`config.mk`:
```
export PLATFORM = sky130hd
export DESIGN_NAME = ethernet_tx_pause_controller_unit
export DESIGN_NICKNAME = d
export VERILOG_FILES = /design/src/design/etpc_pkg.sv /design/src/design/etpc_queue.sv /design/src/design/etpc_ctrl.sv /design/src/design/etpc_skid.sv /design/src/design/ethernet_tx_pause_controller_unit.sv
export VERILOG_INCLUDE_DIRS = /design/src /design/src/design
export SDC_FILE = /design/constraint.sdc
export NUM_CORES = 1
export LEC_CHECK = 0
export BUFFER_PORTS_ARGS = -buffer_cell sky130_fd_sc_hd__buf_2
export CORE_ASPECT_RATIO = 0.6
export CORE_MARGIN = 2
export CORE_UTILIZATION = 55
export DETAILED_ROUTE_END_ITERATION = 8
export GPL_ROUTABILITY_DRIVEN = 0
export PLACE_DENSITY = 0.76
export SYNTH_ARGS = -nofsm -noshare
export SYNTH_HDL_FRONTEND = slang
export SYNTH_SLANG_ARGS = --single-unit
```
`constraint.sdc`:
```
create_clock -name clk -period 3.75 [get_ports clk]
set_clock_uncertainty 0.2 [all_clocks]
set_input_delay 0.1875 -clock clk [delete_from_list [all_inputs] [get_ports clk]]
set_output_delay 0.1875 -clock clk [all_outputs]
set_load 0.005 [all_outputs]
```
`src/design/ethernet_tx_pause_controller_unit_defines.svh`:
```
// Assertion macros shared by the transmit pause controller modules.
`ifndef ETHERNET_TX_PAUSE_CONTROLLER_UNIT_DEFINES_SVH
`define ETHERNET_TX_PAUSE_CONTROLLER_UNIT_DEFINES_SVH

// A condition that must hold at every clock edge outside reset.
`define ETPC_ASSERT_ALWAYS(label, cond, msg) \
    label: assert property (@(posedge clk) disable iff (!rst_n) (cond)) else $error(msg);

// A condition that, when true, implies a consequence in the same cycle.
`define ETPC_ASSERT_SAME(label, ante, cons, msg) \
    label: assert property (@(posedge clk) disable iff (!rst_n) (ante) |-> (cons)) \
        else $error(msg);

// A condition that, when true, implies a consequence in the next cycle.
`define ETPC_ASSERT_NEXT(label, ante, cons, msg) \
    label: assert property (@(posedge clk) disable iff (!rst_n) (ante) |=> (cons)) \
        else $error(msg);

`endif

```
`src/design/etpc_pkg.sv`:
```
// Shared types, constants and helper functions of the transmit pause controller.
package etpc_pkg;

    localparam int unsigned DEFAULT_QUEUE_DEPTH = 16;

    localparam int unsigned LEN_W       = 11;
    localparam int unsigned UNITS_W     = 16;
    localparam int unsigned COUNTDOWN_W = 26;
    localparam int unsigned COUNT_W     = 5;

    localparam logic [LEN_W-1:0] MIN_FRAME_BYTES    = 11'd64;
    localparam logic [LEN_W-1:0] MAX_FRAME_BYTES    = 11'd1518;
    localparam logic [LEN_W-1:0] PREAMBLE_SFD_BYTES = 11'd8;
    localparam logic [COUNTDOWN_W-1:0] IFG_TICKS    = 26'd96;
    // One pause quantum is 512 bit times, a shift by nine.
    localparam int unsigned PAUSE_QUANTUM_SHIFT = 9;

    typedef enum logic [1:0] {
        MODE_IDLE  = 2'd0,
        MODE_TX    = 2'd1,
        MODE_IFG   = 2'd2,
        MODE_PAUSE = 2'd3
    } etpc_mode_t;

    typedef enum logic [1:0] {
        FUNC_TICK   = 2'd0,
        FUNC_FRAME  = 2'd1,
        FUNC_PAUSE  = 2'd2,
        FUNC_UNUSED = 2'd3
    } etpc_func_t;

    typedef enum logic [1:0] {
        STATUS_OK        = 2'd0,
        STATUS_LINK_DOWN = 2'd1,
        STATUS_OVERSIZE  = 2'd2,
        STATUS_FULL      = 2'd3
    } etpc_status_t;

    typedef enum logic {
        CFG_LINK_UP     = 1'b0,
        CFG_QUEUE_LIMIT = 1'b1
    } etpc_cfg_index_t;

    // Queue command from the controller to the frame queue.
    typedef struct packed {
        logic             push;
        logic             pop;
        logic [LEN_W-1:0] wdata;
    } etpc_qcmd_t;

    // One result item.
    typedef struct packed {
        logic [COUNT_W-1:0] queue_count;
        etpc_status_t       status;
        logic               tx_done;
        logic [LEN_W-1:0]   tx_wire_bytes;
        logic               tx_start;
        etpc_mode_t         tx_state;
    } etpc_result_t;

    // Ticks of a pause of the given number of quanta.
    function automatic logic [COUNTDOWN_W-1:0] pause_ticks(input logic [UNITS_W-1:0] units);
        pause_ticks = COUNTDOWN_W'({units, {PAUSE_QUANTUM_SHIFT{1'b0}}});
    endfunction

    // Ticks of a frame on the wire, eight per byte.
    function automatic logic [COUNTDOWN_W-1:0] wire_ticks(input logic [LEN_W-1:0] bytes);
        wire_ticks = COUNTDOWN_W'({bytes, 3'b000});
    endfunction

endpackage

```
`src/design/etpc_queue.sv`:
```
// Frame length queue: one synchronous memory with head prefetch and write forwarding.
`include "ethernet_tx_pause_controller_unit_defines.svh"

module etpc_queue #(
    parameter int unsigned QUEUE_DEPTH = etpc_pkg::DEFAULT_QUEUE_DEPTH
) (
    input  logic                                       clk,
    input  logic                                       rst_n,
    input  etpc_pkg::etpc_qcmd_t                       qcmd,
    output logic [$clog2(QUEUE_DEPTH+1)-1:0]           fill,
    output logic [etpc_pkg::LEN_W-1:0]                 head_data
);
    import etpc_pkg::*;

    localparam int unsigned PTR_W = (QUEUE_DEPTH > 1) ? $clog2(QUEUE_DEPTH) : 1;
    localparam int unsigned FILL_W = $clog2(QUEUE_DEPTH+1);
    localparam logic [PTR_W-1:0] PTR_LAST = PTR_W'(QUEUE_DEPTH - 1);
    localparam logic [FILL_W-1:0] FILL_MAX = FILL_W'(QUEUE_DEPTH);

    logic [LEN_W-1:0]  mem [QUEUE_DEPTH];
    logic [PTR_W-1:0]  head_reg, head_next;
    logic [PTR_W-1:0]  tail_reg, tail_next;
    logic [FILL_W-1:0] fill_reg, fill_next;
    logic [LEN_W-1:0]  rd_data_reg;

    // Pointer and fill updates.
    always_comb
    begin
        head_next = head_reg;
        tail_next = tail_reg;
        if (qcmd.pop)
        begin
            head_next = (head_reg == PTR_LAST) ? '0 : head_reg + 1'b1;
        end
        if (qcmd.push)
        begin
            tail_next = (tail_reg == PTR_LAST) ? '0 : tail_reg + 1'b1;
        end
        fill_next = fill_reg + FILL_W'(qcmd.push) - FILL_W'(qcmd.pop);
    end

    always_ff @(posedge clk or negedge rst_n)
    begin
        if (!rst_n)
        begin
            head_reg <= '0;
            tail_reg <= '0;
            fill_reg <= '0;
        end
        else
        begin
            head_reg <= head_next;
            tail_reg <= tail_next;
            fill_reg <= fill_next;
        end
    end

    // Memory write at the tail.
    always_ff @(posedge clk)
    begin
        if (qcmd.push)
        begin
            mem[tail_reg] <= qcmd.wdata;
        end
    end

    // Read the next head; a write to the same entry in this cycle is forwarded.
    always_ff @(posedge clk)
    begin
        if (qcmd.push && (tail_reg == head_next))
        begin
            rd_data_reg <= qcmd.wdata;
        end
        else
        begin
            rd_data_reg <= mem[head_next];
        end
    end

    assign fill      = fill_reg;
    assign head_data = rd_data_reg;

    `ETPC_ASSERT_ALWAYS(a_fill_bound, fill_reg <= FILL_MAX, "queue fill above depth")
    `ETPC_ASSERT_SAME(a_no_overflow, qcmd.push && !qcmd.pop, fill_reg < FILL_MAX,
        "push into a full queue")
    `ETPC_ASSERT_SAME(a_no_underflow, qcmd.pop, (fill_reg != '0) || qcmd.push,
        "pop from an empty queue")

endmodule

```
`src/design/etpc_ctrl.sv`:
```
// Transmit state machine, pause handling and configuration registers.
`include "ethernet_tx_pause_controller_unit_defines.svh"

module etpc_ctrl #(
    parameter int unsigned QUEUE_DEPTH = etpc_pkg::DEFAULT_QUEUE_DEPTH
) (
    input  logic                                  clk,
    input  logic                                  rst_n,
    input  logic                                  in_fire,
    input  etpc_pkg::etpc_func_t                  func,
    input  logic [etpc_pkg::LEN_W-1:0]            frame_length,
    input  logic [etpc_pkg::UNITS_W-1:0]          pause_units,
    input  logic                                  cfg_wr_en,
    input  etpc_pkg::etpc_cfg_index_t             cfg_index,
    input  logic [etpc_pkg::COUNT_W-1:0]          cfg_data,
    input  logic [$clog2(QUEUE_DEPTH+1)-1:0]      fill,
    input  logic [etpc_pkg::LEN_W-1:0]            head_data,
    output etpc_pkg::etpc_qcmd_t                  qcmd,
    output etpc_pkg::etpc_result_t                result
);
    import etpc_pkg::*;

    localparam int unsigned FILL_W = $clog2(QUEUE_DEPTH+1);
    localparam int unsigned CMP_W = (FILL_W > COUNT_W) ? FILL_W : COUNT_W;
    localparam logic [FILL_W-1:0] FILL_MAX = FILL_W'(QUEUE_DEPTH);

    etpc_mode_t                mode_reg, mode_next;
    logic [COUNTDOWN_W-1:0]    countdown_reg, countdown_next;
    logic [UNITS_W-1:0]        pending_reg, pending_next;
    logic                      link_up_reg;
    logic [COUNT_W-1:0]        queue_limit_reg;

    logic [LEN_W-1:0]          padded_len;
    logic [LEN_W-1:0]          pop_len;
    logic [LEN_W-1:0]          wire_bytes;
    logic                      queue_full;
    logic                      start_next;
    logic [FILL_W-1:0]         fill_after;

    // Padding, queue limit and the length of the frame that would start next.
    always_comb
    begin
        padded_len = (frame_length < MIN_FRAME_BYTES) ? MIN_FRAME_BYTES : frame_length;
        queue_full = (CMP_W'(fill) >= CMP_W'(queue_limit_reg)) || (fill >= FILL_MAX);
        pop_len    = (fill == '0) ? padded_len : head_data;
        wire_bytes = pop_len + PREAMBLE_SFD_BYTES;
    end

    // Next state and result of the item at the input.
    always_comb
    begin
        mode_next      = mode_reg;
        countdown_next = countdown_reg;
        pending_next   = pending_reg;
        qcmd           = '0;
        qcmd.wdata     = padded_len;
        start_next     = 1'b0;
        result         = '0;
        result.status  = STATUS_OK;

        case (func)
            FUNC_TICK:
            begin
                if (mode_reg != MODE_IDLE)
                begin
                    if (countdown_reg <= COUNTDOWN_W'(1))
                    begin
                        countdown_next = '0;
                        if (mode_reg == MODE_TX)
                        begin
                            result.tx_done = 1'b1;
                            if (pending_reg != '0)
                            begin
                                countdown_next = pause_ticks(pending_reg);
                                mode_next      = MODE_PAUSE;
                                pending_next   = '0;
                            end
                            else
                            begin
                                countdown_next = IFG_TICKS;
                                mode_next      = MODE_IFG;
                            end
                        end
                        else if ((mode_reg == MODE_IFG) && (pending_reg != '0))
                        begin
                            countdown_next = pause_ticks(pending_reg);
                            mode_next      = MODE_PAUSE;
                            pending_next   = '0;
                        end
                        else
                        begin
                            start_next = 1'b1;
                        end
                    end
                    else
                    begin
                        countdown_next = countdown_reg - 1'b1;
                    end
                end
            end
            FUNC_FRAME:
            begin
                if (padded_len > MAX_FRAME_BYTES)
                begin
                    result.status = STATUS_OVERSIZE;
                end
                else if (!link_up_reg)
                begin
                    result.status = STATUS_LINK_DOWN;
                end
                else if (queue_full)
                begin
                    result.status = STATUS_FULL;
                end
                else
                begin
                    qcmd.push  = 1'b1;
                    start_next = (mode_reg == MODE_IDLE);
                end
            end
            FUNC_PAUSE:
            begin
                if ((mode_reg == MODE_IDLE) || (mode_reg == MODE_PAUSE))
                begin
                    if (pause_units != '0)
                    begin
                        countdown_next = pause_ticks(pause_units);
                        mode_next      = MODE_PAUSE;
                    end
                    else if (mode_reg == MODE_PAUSE)
                    begin
                        start_next = 1'b1;
                    end
                end
                else
                begin
                    pending_next = pause_units;
                end
            end
            default:
            begin
                // Unused code: nothing changes.
            end
        endcase

        // Start the head frame or go idle.
        if (start_next)
        begin
            if ((fill != '0) || qcmd.push)
            begin
                qcmd.pop             = 1'b1;
                result.tx_start      = 1'b1;
                result.tx_wire_bytes = wire_bytes;
                countdown_next       = wire_ticks(wire_bytes);
                mode_next            = MODE_TX;
            end
            else
            begin
                countdown_next = '0;
                mode_next      = MODE_IDLE;
            end
        end

        // The queue acts only on an accepted item.
        if (!in_fire)
        begin
            qcmd.push = 1'b0;
            qcmd.pop  = 1'b0;
        end

        fill_after         = fill + FILL_W'(qcmd.push) - FILL_W'(qcmd.pop);
        result.tx_state    = mode_next;
        result.queue_count = COUNT_W'(fill_after);
    end

    // State registers advance on each transfer.
    always_ff @(posedge clk or negedge rst_n)
    begin
        if (!rst_n)
        begin
            mode_reg      <= MODE_IDLE;
            countdown_reg <= '0;
            pending_reg   <= '0;
        end
        else if (in_fire)
        begin
            mode_reg      <= mode_next;
            countdown_reg <= countdown_next;
            pending_reg   <= pending_next;
        end
    end

    // Configuration registers.
    always_ff @(posedge clk or negedge rst_n)
    begin
        if (!rst_n)
        begin
            link_up_reg     <= 1'b1;
            queue_limit_reg <= COUNT_W'(16);
        end
        else if (cfg_wr_en)
        begin
            case (cfg_index)
                CFG_LINK_UP:     link_up_reg     <= cfg_data[0];
                CFG_QUEUE_LIMIT: queue_limit_reg <= cfg_data;
                default:         link_up_reg     <= link_up_reg;
            endcase
        end
    end

    `ETPC_ASSERT_SAME(a_idle_quiet, mode_reg == MODE_IDLE,
        (fill == '0) && (countdown_reg == '0), "idle with queued frames or a running count")
    `ETPC_ASSERT_SAME(a_pending_busy, pending_reg != '0,
        (mode_reg == MODE_TX) || (mode_reg == MODE_IFG), "held pause outside a transmission")
    `ETPC_ASSERT_NEXT(a_start_enters_tx, in_fire && result.tx_start, mode_reg == MODE_TX,
        "frame start did not enter transmission")

endmodule

```
`src/design/etpc_skid.sv`:
```
// Two-entry output stage: a result register with a skid register behind it.
module etpc_skid (
    input  logic                   clk,
    input  logic                   rst_n,
    input  logic                   in_valid,
    output logic                   in_ready,
    input  etpc_pkg::etpc_result_t in_data,
    output logic                   out_valid,
    input  logic                   out_ready,
    output etpc_pkg::etpc_result_t out_data
);
    import etpc_pkg::*;

    logic         out_valid_reg;
    logic         skid_valid_reg;
    etpc_result_t out_data_reg;
    etpc_result_t skid_data_reg;
    logic         in_fire;
    logic         out_free;

    assign in_ready = !skid_valid_reg;
    assign in_fire  = in_valid && in_ready;
    assign out_free = !out_valid_reg || out_ready;

    // Valid flags.
    always_ff @(posedge clk or negedge rst_n)
    begin
        if (!rst_n)
        begin
            out_valid_reg  <= 1'b0;
            skid_valid_reg <= 1'b0;
        end
        else if (out_free)
        begin
            out_valid_reg  <= skid_valid_reg || in_fire;
            skid_valid_reg <= 1'b0;
        end
        else if (in_fire)
        begin
            skid_valid_reg <= 1'b1;
        end
    end

    // Payload registers.
    always_ff @(posedge clk)
    begin
        if (out_free)
        begin
            out_data_reg <= skid_valid_reg ? skid_data_reg : in_data;
        end
        else if (in_fire)
        begin
            skid_data_reg <= in_data;
        end
    end

    assign out_valid = out_valid_reg;
    assign out_data  = out_data_reg;

endmodule

```
`src/design/ethernet_tx_pause_controller_unit.sv`:
```
// Top level of the full-duplex transmit controller with pause flow control.
//
//  Channel   Direction  Handshake            Content
//  s_*       in         s_tvalid / s_tready  tick, frame length or received pause
//  m_*       out        m_tvalid / m_tready  state, start, wire bytes, done, status, count
//  cfg_*     in         cfg_wr_en            link_up, queue_limit writes
//
// One item per cycle while s_tready is high: every input item is resolved in the cycle of its
// transfer, with the queue head prefetched into a register from the frame memory.
// The result of an item is held in the result register, or in the skid register while m_* stalls.
// s_tready drops only when both the result register and the skid register are full.
// Reset clears the state, the queue pointers and the output stage; no clearing pass.
module ethernet_tx_pause_controller_unit #(
    parameter int unsigned QUEUE_DEPTH = etpc_pkg::DEFAULT_QUEUE_DEPTH
) (
    input  logic        clk,
    input  logic        rst_n,
    input  logic        s_tvalid,
    output logic        s_tready,
    input  logic [31:0] s_tdata,   // frame_length[10:0], pause_units[26:11], zeros above
    input  logic [1:0]  s_tuser,   // func[1:0]
    output logic        m_tvalid,
    input  logic        m_tready,
    output logic [23:0] m_tdata,   // tx_state[1:0], tx_start[2], tx_wire_bytes[13:3],
                                   // tx_done[14], status[16:15], queue_count[21:17], zeros
    input  logic        cfg_wr_en,
    input  logic        cfg_index,
    input  logic [4:0]  cfg_data
);
    import etpc_pkg::*;

    localparam int unsigned FILL_W = $clog2(QUEUE_DEPTH+1);

    logic              in_fire;
    etpc_qcmd_t        qcmd;
    etpc_result_t      result;
    etpc_result_t      out_result;
    logic [FILL_W-1:0] fill;
    logic [LEN_W-1:0]  head_data;

    assign in_fire = s_tvalid && s_tready;

    etpc_queue #(
        .QUEUE_DEPTH(QUEUE_DEPTH)
    ) u_queue (
        .clk       (clk),
        .rst_n     (rst_n),
        .qcmd      (qcmd),
        .fill      (fill),
        .head_data (head_data)
    );

    etpc_ctrl #(
        .QUEUE_DEPTH(QUEUE_DEPTH)
    ) u_ctrl (
        .clk          (clk),
        .rst_n        (rst_n),
        .in_fire      (in_fire),
        .func         (etpc_func_t'(s_tuser)),
        .frame_length (s_tdata[LEN_W-1:0]),
        .pause_units  (s_tdata[LEN_W+UNITS_W-1:LEN_W]),
        .cfg_wr_en    (cfg_wr_en),
        .cfg_index    (etpc_cfg_index_t'(cfg_index)),
        .cfg_data     (cfg_data),
        .fill         (fill),
        .head_data    (head_data),
        .qcmd         (qcmd),
        .result       (result)
    );

    etpc_skid u_skid (
        .clk       (clk),
        .rst_n     (rst_n),
        .in_valid  (s_tvalid),
        .in_ready  (s_tready),
        .in_data   (result),
        .out_valid (m_tvalid),
        .out_ready (m_tready),
        .out_data  (out_result)
    );

    // The result struct is packed with its first field at the top.
    assign m_tdata = {2'b00, out_result};

endmodule

```
==> summary.md <==
| Metric | Value |
|---|---|
| # IOs | `between 70 and 80` |
| Worst Tran Pin Value | `1.36 ns` |
| Die area | `25200 um^2` |
| Relative slew slack | `0.0861` |
| Postcts setup bufs | `0` |
| Post-Syn Instances | `~950` |
| First-pass GRT wire length | `49000 um` |
| Status | `finished, violations left` |
| Nets | `1193` |
| Avg WL per Cell | `about 22 um` |
| YS warnings | `0` |
| Worst setup path end | `u_skid.out_data[21]` |
| DRT Wirelength | `31900 um` |
| Post-synth top area share | `0.503` |
| Ranking of synthesized cells by area | `edfxtp_1, dfrtp_1, mux4_2` |
| Starting density of the core | `0.565` |
| Overall Global Routing Usage | `0.260` |
| Req. time, crit path | `just under 4 ns` |
| Total Neg Setup Slack | `-0.0431 ns` |
| Main synth FF type | `edfxtp_1` |
| FP Rows | `43` |
| CTS tree | `built` |
| Initial antenna violation count | `0` |
| Syn_area_per_cell | `13.8 um^2` |
| WHS | `0.0544 ns` |
| CTS Root Cell | `clkbuf_16` |
| Core footprint | `23200 um^2` |
| Vias per cell | `just over 6` |
| Worst-path clk slew | `0.07 ns` |
| Worst Setup SP | `u_ctrl.pending_reg[10]` |
| DRT iter0 DRCs | `about 1100` |
| CP Capture Type | `register` |
| Yosys reg bits | `slightly below 300` |
| Utilization after layout | `0.677` |
| Setup crit start kind | `register` |
| Max Cap Viol | `0` |
| Dpl cell area | `between 10000 and 15000 um^2` |
| Max Clk Rate | `264 MHz` |
| CTS buffer count | `26` |
| Worst r2r src | `u_ctrl.pending_reg[10]` |
| Layout Cells excl Fill | `1459` |
| Distinct cell type count of the synthesized netlist | `74` |
| Failing checks | `negative setup slack` |
| Die span in x | `around 200 um` |
| Unrepaired setup endpoints after global routing | `true` |
| Insertion delay to the later sink of the worst-skew pair | `approximately 0.55 ns` |
| VDD IR max | `0.000433 V` |
| Sequential fraction of the synthesis area | `0.633` |
| Largest net degree at the start of global routing | `45` |
| Layout cell share with drive strength beyond 1 | `0.267` |
| FF-to-FF End | `u_skid.out_data[21]` |
| Buffers on Ports | `63` |
| Vias in the first global route | `8527` |
| Die Height | `124 um` |
| Number of iterations in the first detailed-routing pass | `5` |
| R2r setup slk | `-0.04 ns` |
| CTS max path bufs | `3` |
| DR vias | `8874` |
| CP arrival | `3.90 ns` |
| ANT cells | `0` |
| Final setup fails | `1` |
| Remaining global-route overflow | `0` |
| Fin. Hold Viols | `0` |
| Final period util | `1.01` |
| # clock sinks | `about 290` |
| DP Cell Count | `1374` |
| Worst-path fanout max | `3` |
| Tmin final | `3.79 ns` |
| FFs w/ async S/R, synth | `0.225` |
| Mapped cell area | `13100 um^2` |
| Max reg flops | `176` |
| Area Overhead vs Synth | `19.9%` |
| Slew Viols, Final | `0` |
| H-tree levels | `1` |
| Largest area contributor in the netlist | `edfxtp_1` |
| Post-synth EDFFs | `between 200 and 250` |
| Final setup margin | `-0.0431 ns` |
| Critical path class | `reg -> reg` |
| Pleak | `5.86 nW` |
| Antenna Violating Nets Remaining | `0` |
| Cells on worst reg2reg path | `16` |
| HP Class | `in -> reg` |
| Detailed Place HPWL | `21800 um` |
| Fin area | `15700 um^2` |
| Pwr/cell area | `around 620 nW/um^2` |
| # DRC | `0` |
-- cells by family after synthesis --
group	synth area share
AND/OR/NAND/NOR	0.0988
flip-flops	0.633
multiplexers	0.109
XOR/XNOR	0.0153
buffers and inverters	0.0279
adder cells (fa/ha/maj)	0.0234
AO/OA/AOI/OAI	0.0914
other	0.000286
-- timing repair --
action,CTS,global route
hold endpoints to repair,144,0
setup endpoints to repair,1,6
hold buffers,37,0
gates cloned,0,0
pin swaps,1,5
gates resized for setup,0,12
-- stage by stage --
step	total power [mW]	setup WS, ns
after global routing	10.3	-0.120
after global placement	6.97	-0.0813
after detailed placement	7.05	-0.163
final	9.76	-0.0431
after floorplan	6.09	-0.0765
after CTS	9.69	0.000810
-- how the worst min path moves through the flow --
| stage | startpoint | end | slack (ns) | cells after the start |
|---|---|---|---|---|
| after CTS | s_tdata[6] | u_queue.mem[11][6] | 0.03 | 3 |
| after floorplan | rst_n | u_ctrl.countdown_reg[0] | -0.31 | 0 |
| after global routing | s_tdata[6] | u_queue.mem[11][6] | 0.07 | 3 |
| after global placement | cfg_data[2] | u_ctrl.queue_limit_reg[2] | 0.22 | 2 |
| final | s_tdata[6] | u_queue.mem[11][6] | 0.05 | 3 |
| after detailed placement | cfg_data[2] | u_ctrl.queue_limit_reg[2] | 0.22 | 2 |
-- cell usage after synthesis, types with 4 or more instances --
cell / count
a211o_1: 5
a211oi_1: 14
a21o_1: 5
a21oi_1: 27
a22o_1: 9
a22oi_1: 4
a31oi_1: 12
and2_1: 17
and3_1: 15
buf_1: 4
buf_2: 13
clkbuf_1: 24
dfrtp_1: 63
dfxtp_1: 4
edfxtp_1: 220
ha_1: 23
inv_1: 42
mux2_2: 25
mux2i_1: 29
mux4_2: 37
nand2_1: 81
nand2b_1: 5
nand3_1: 21
nand4_1: 5
nor2_1: 41
nor2b_1: 7
nor3_1: 9
nor4_1: 18
o211ai_1: 6
o21ai_0: 34
o21ai_1: 14
o21bai_1: 4
o22ai_1: 8
o31ai_1: 8
or2_2: 7
or3_1: 6
or4_1: 4
xnor2_1: 12
xor2_1: 11
-- worst max-delay path, stage by stage (launching register included) --
cell      delay (ns)
dfrtp_1         0.43
nor4_2          0.40
buf_4           0.18
nand4_1         0.15
a2111o_1        0.46
o211a_4         0.25
a21o_1          0.19
nor2_4          0.12
ha_4            0.14
inv_2           0.04
ha_4            0.15
fa_2            0.35
a21oi_2         0.12
o21bai_1        0.10
xnor2_2         0.16
nand2_1         0.08
nand2_1         0.05
-- per-layer routing --
layer  global-route usage  wire (um)  part of all wire
met1                0.404      14600              0.46
met2                0.372      13500              0.42
met3               0.0646       3190              0.10
met4               0.0529        557             0.017
met5                    0          0                 0
-- layout by cell type, fill, tap and decap left out, drive strengths merged, types with 8 or more instances in the layout --
cell type    instances
inv                 42
a31oi               12
a21oi               28
mux2i               29
o21ai               48
mux2                27
nand2               81
dfrtp               63
o31ai                8
clkbuf              35
ha                  23
nand3               22
nor3                 9
edfxtp             220
dlygate4sd3         37
xor2                11
xnor2               12
a22o                 9
and2                18
a211oi              14
clkinv              11
nor2                42
o22ai                8
and3                15
mux4                37
nor4                20
buf                155
-- where the power goes --
part	switching, mW	internal [mW]
Clock	1.14	1.46
Sequential	0.359	3.81
Combinational	1.53	1.45
-- area by class of cell --
type	count	area, um^2
Fill cell	1640	7500
Tap cell	315	394
Multi-Input combinational cell	572	4610
Clock inverter	13	123
Sequential cell	289	8320
Timing Repair Buffer	192	1430
Inverter	43	163
Clock buffer	35	704
Note: power is estimated with default switching activity, not from simulation.
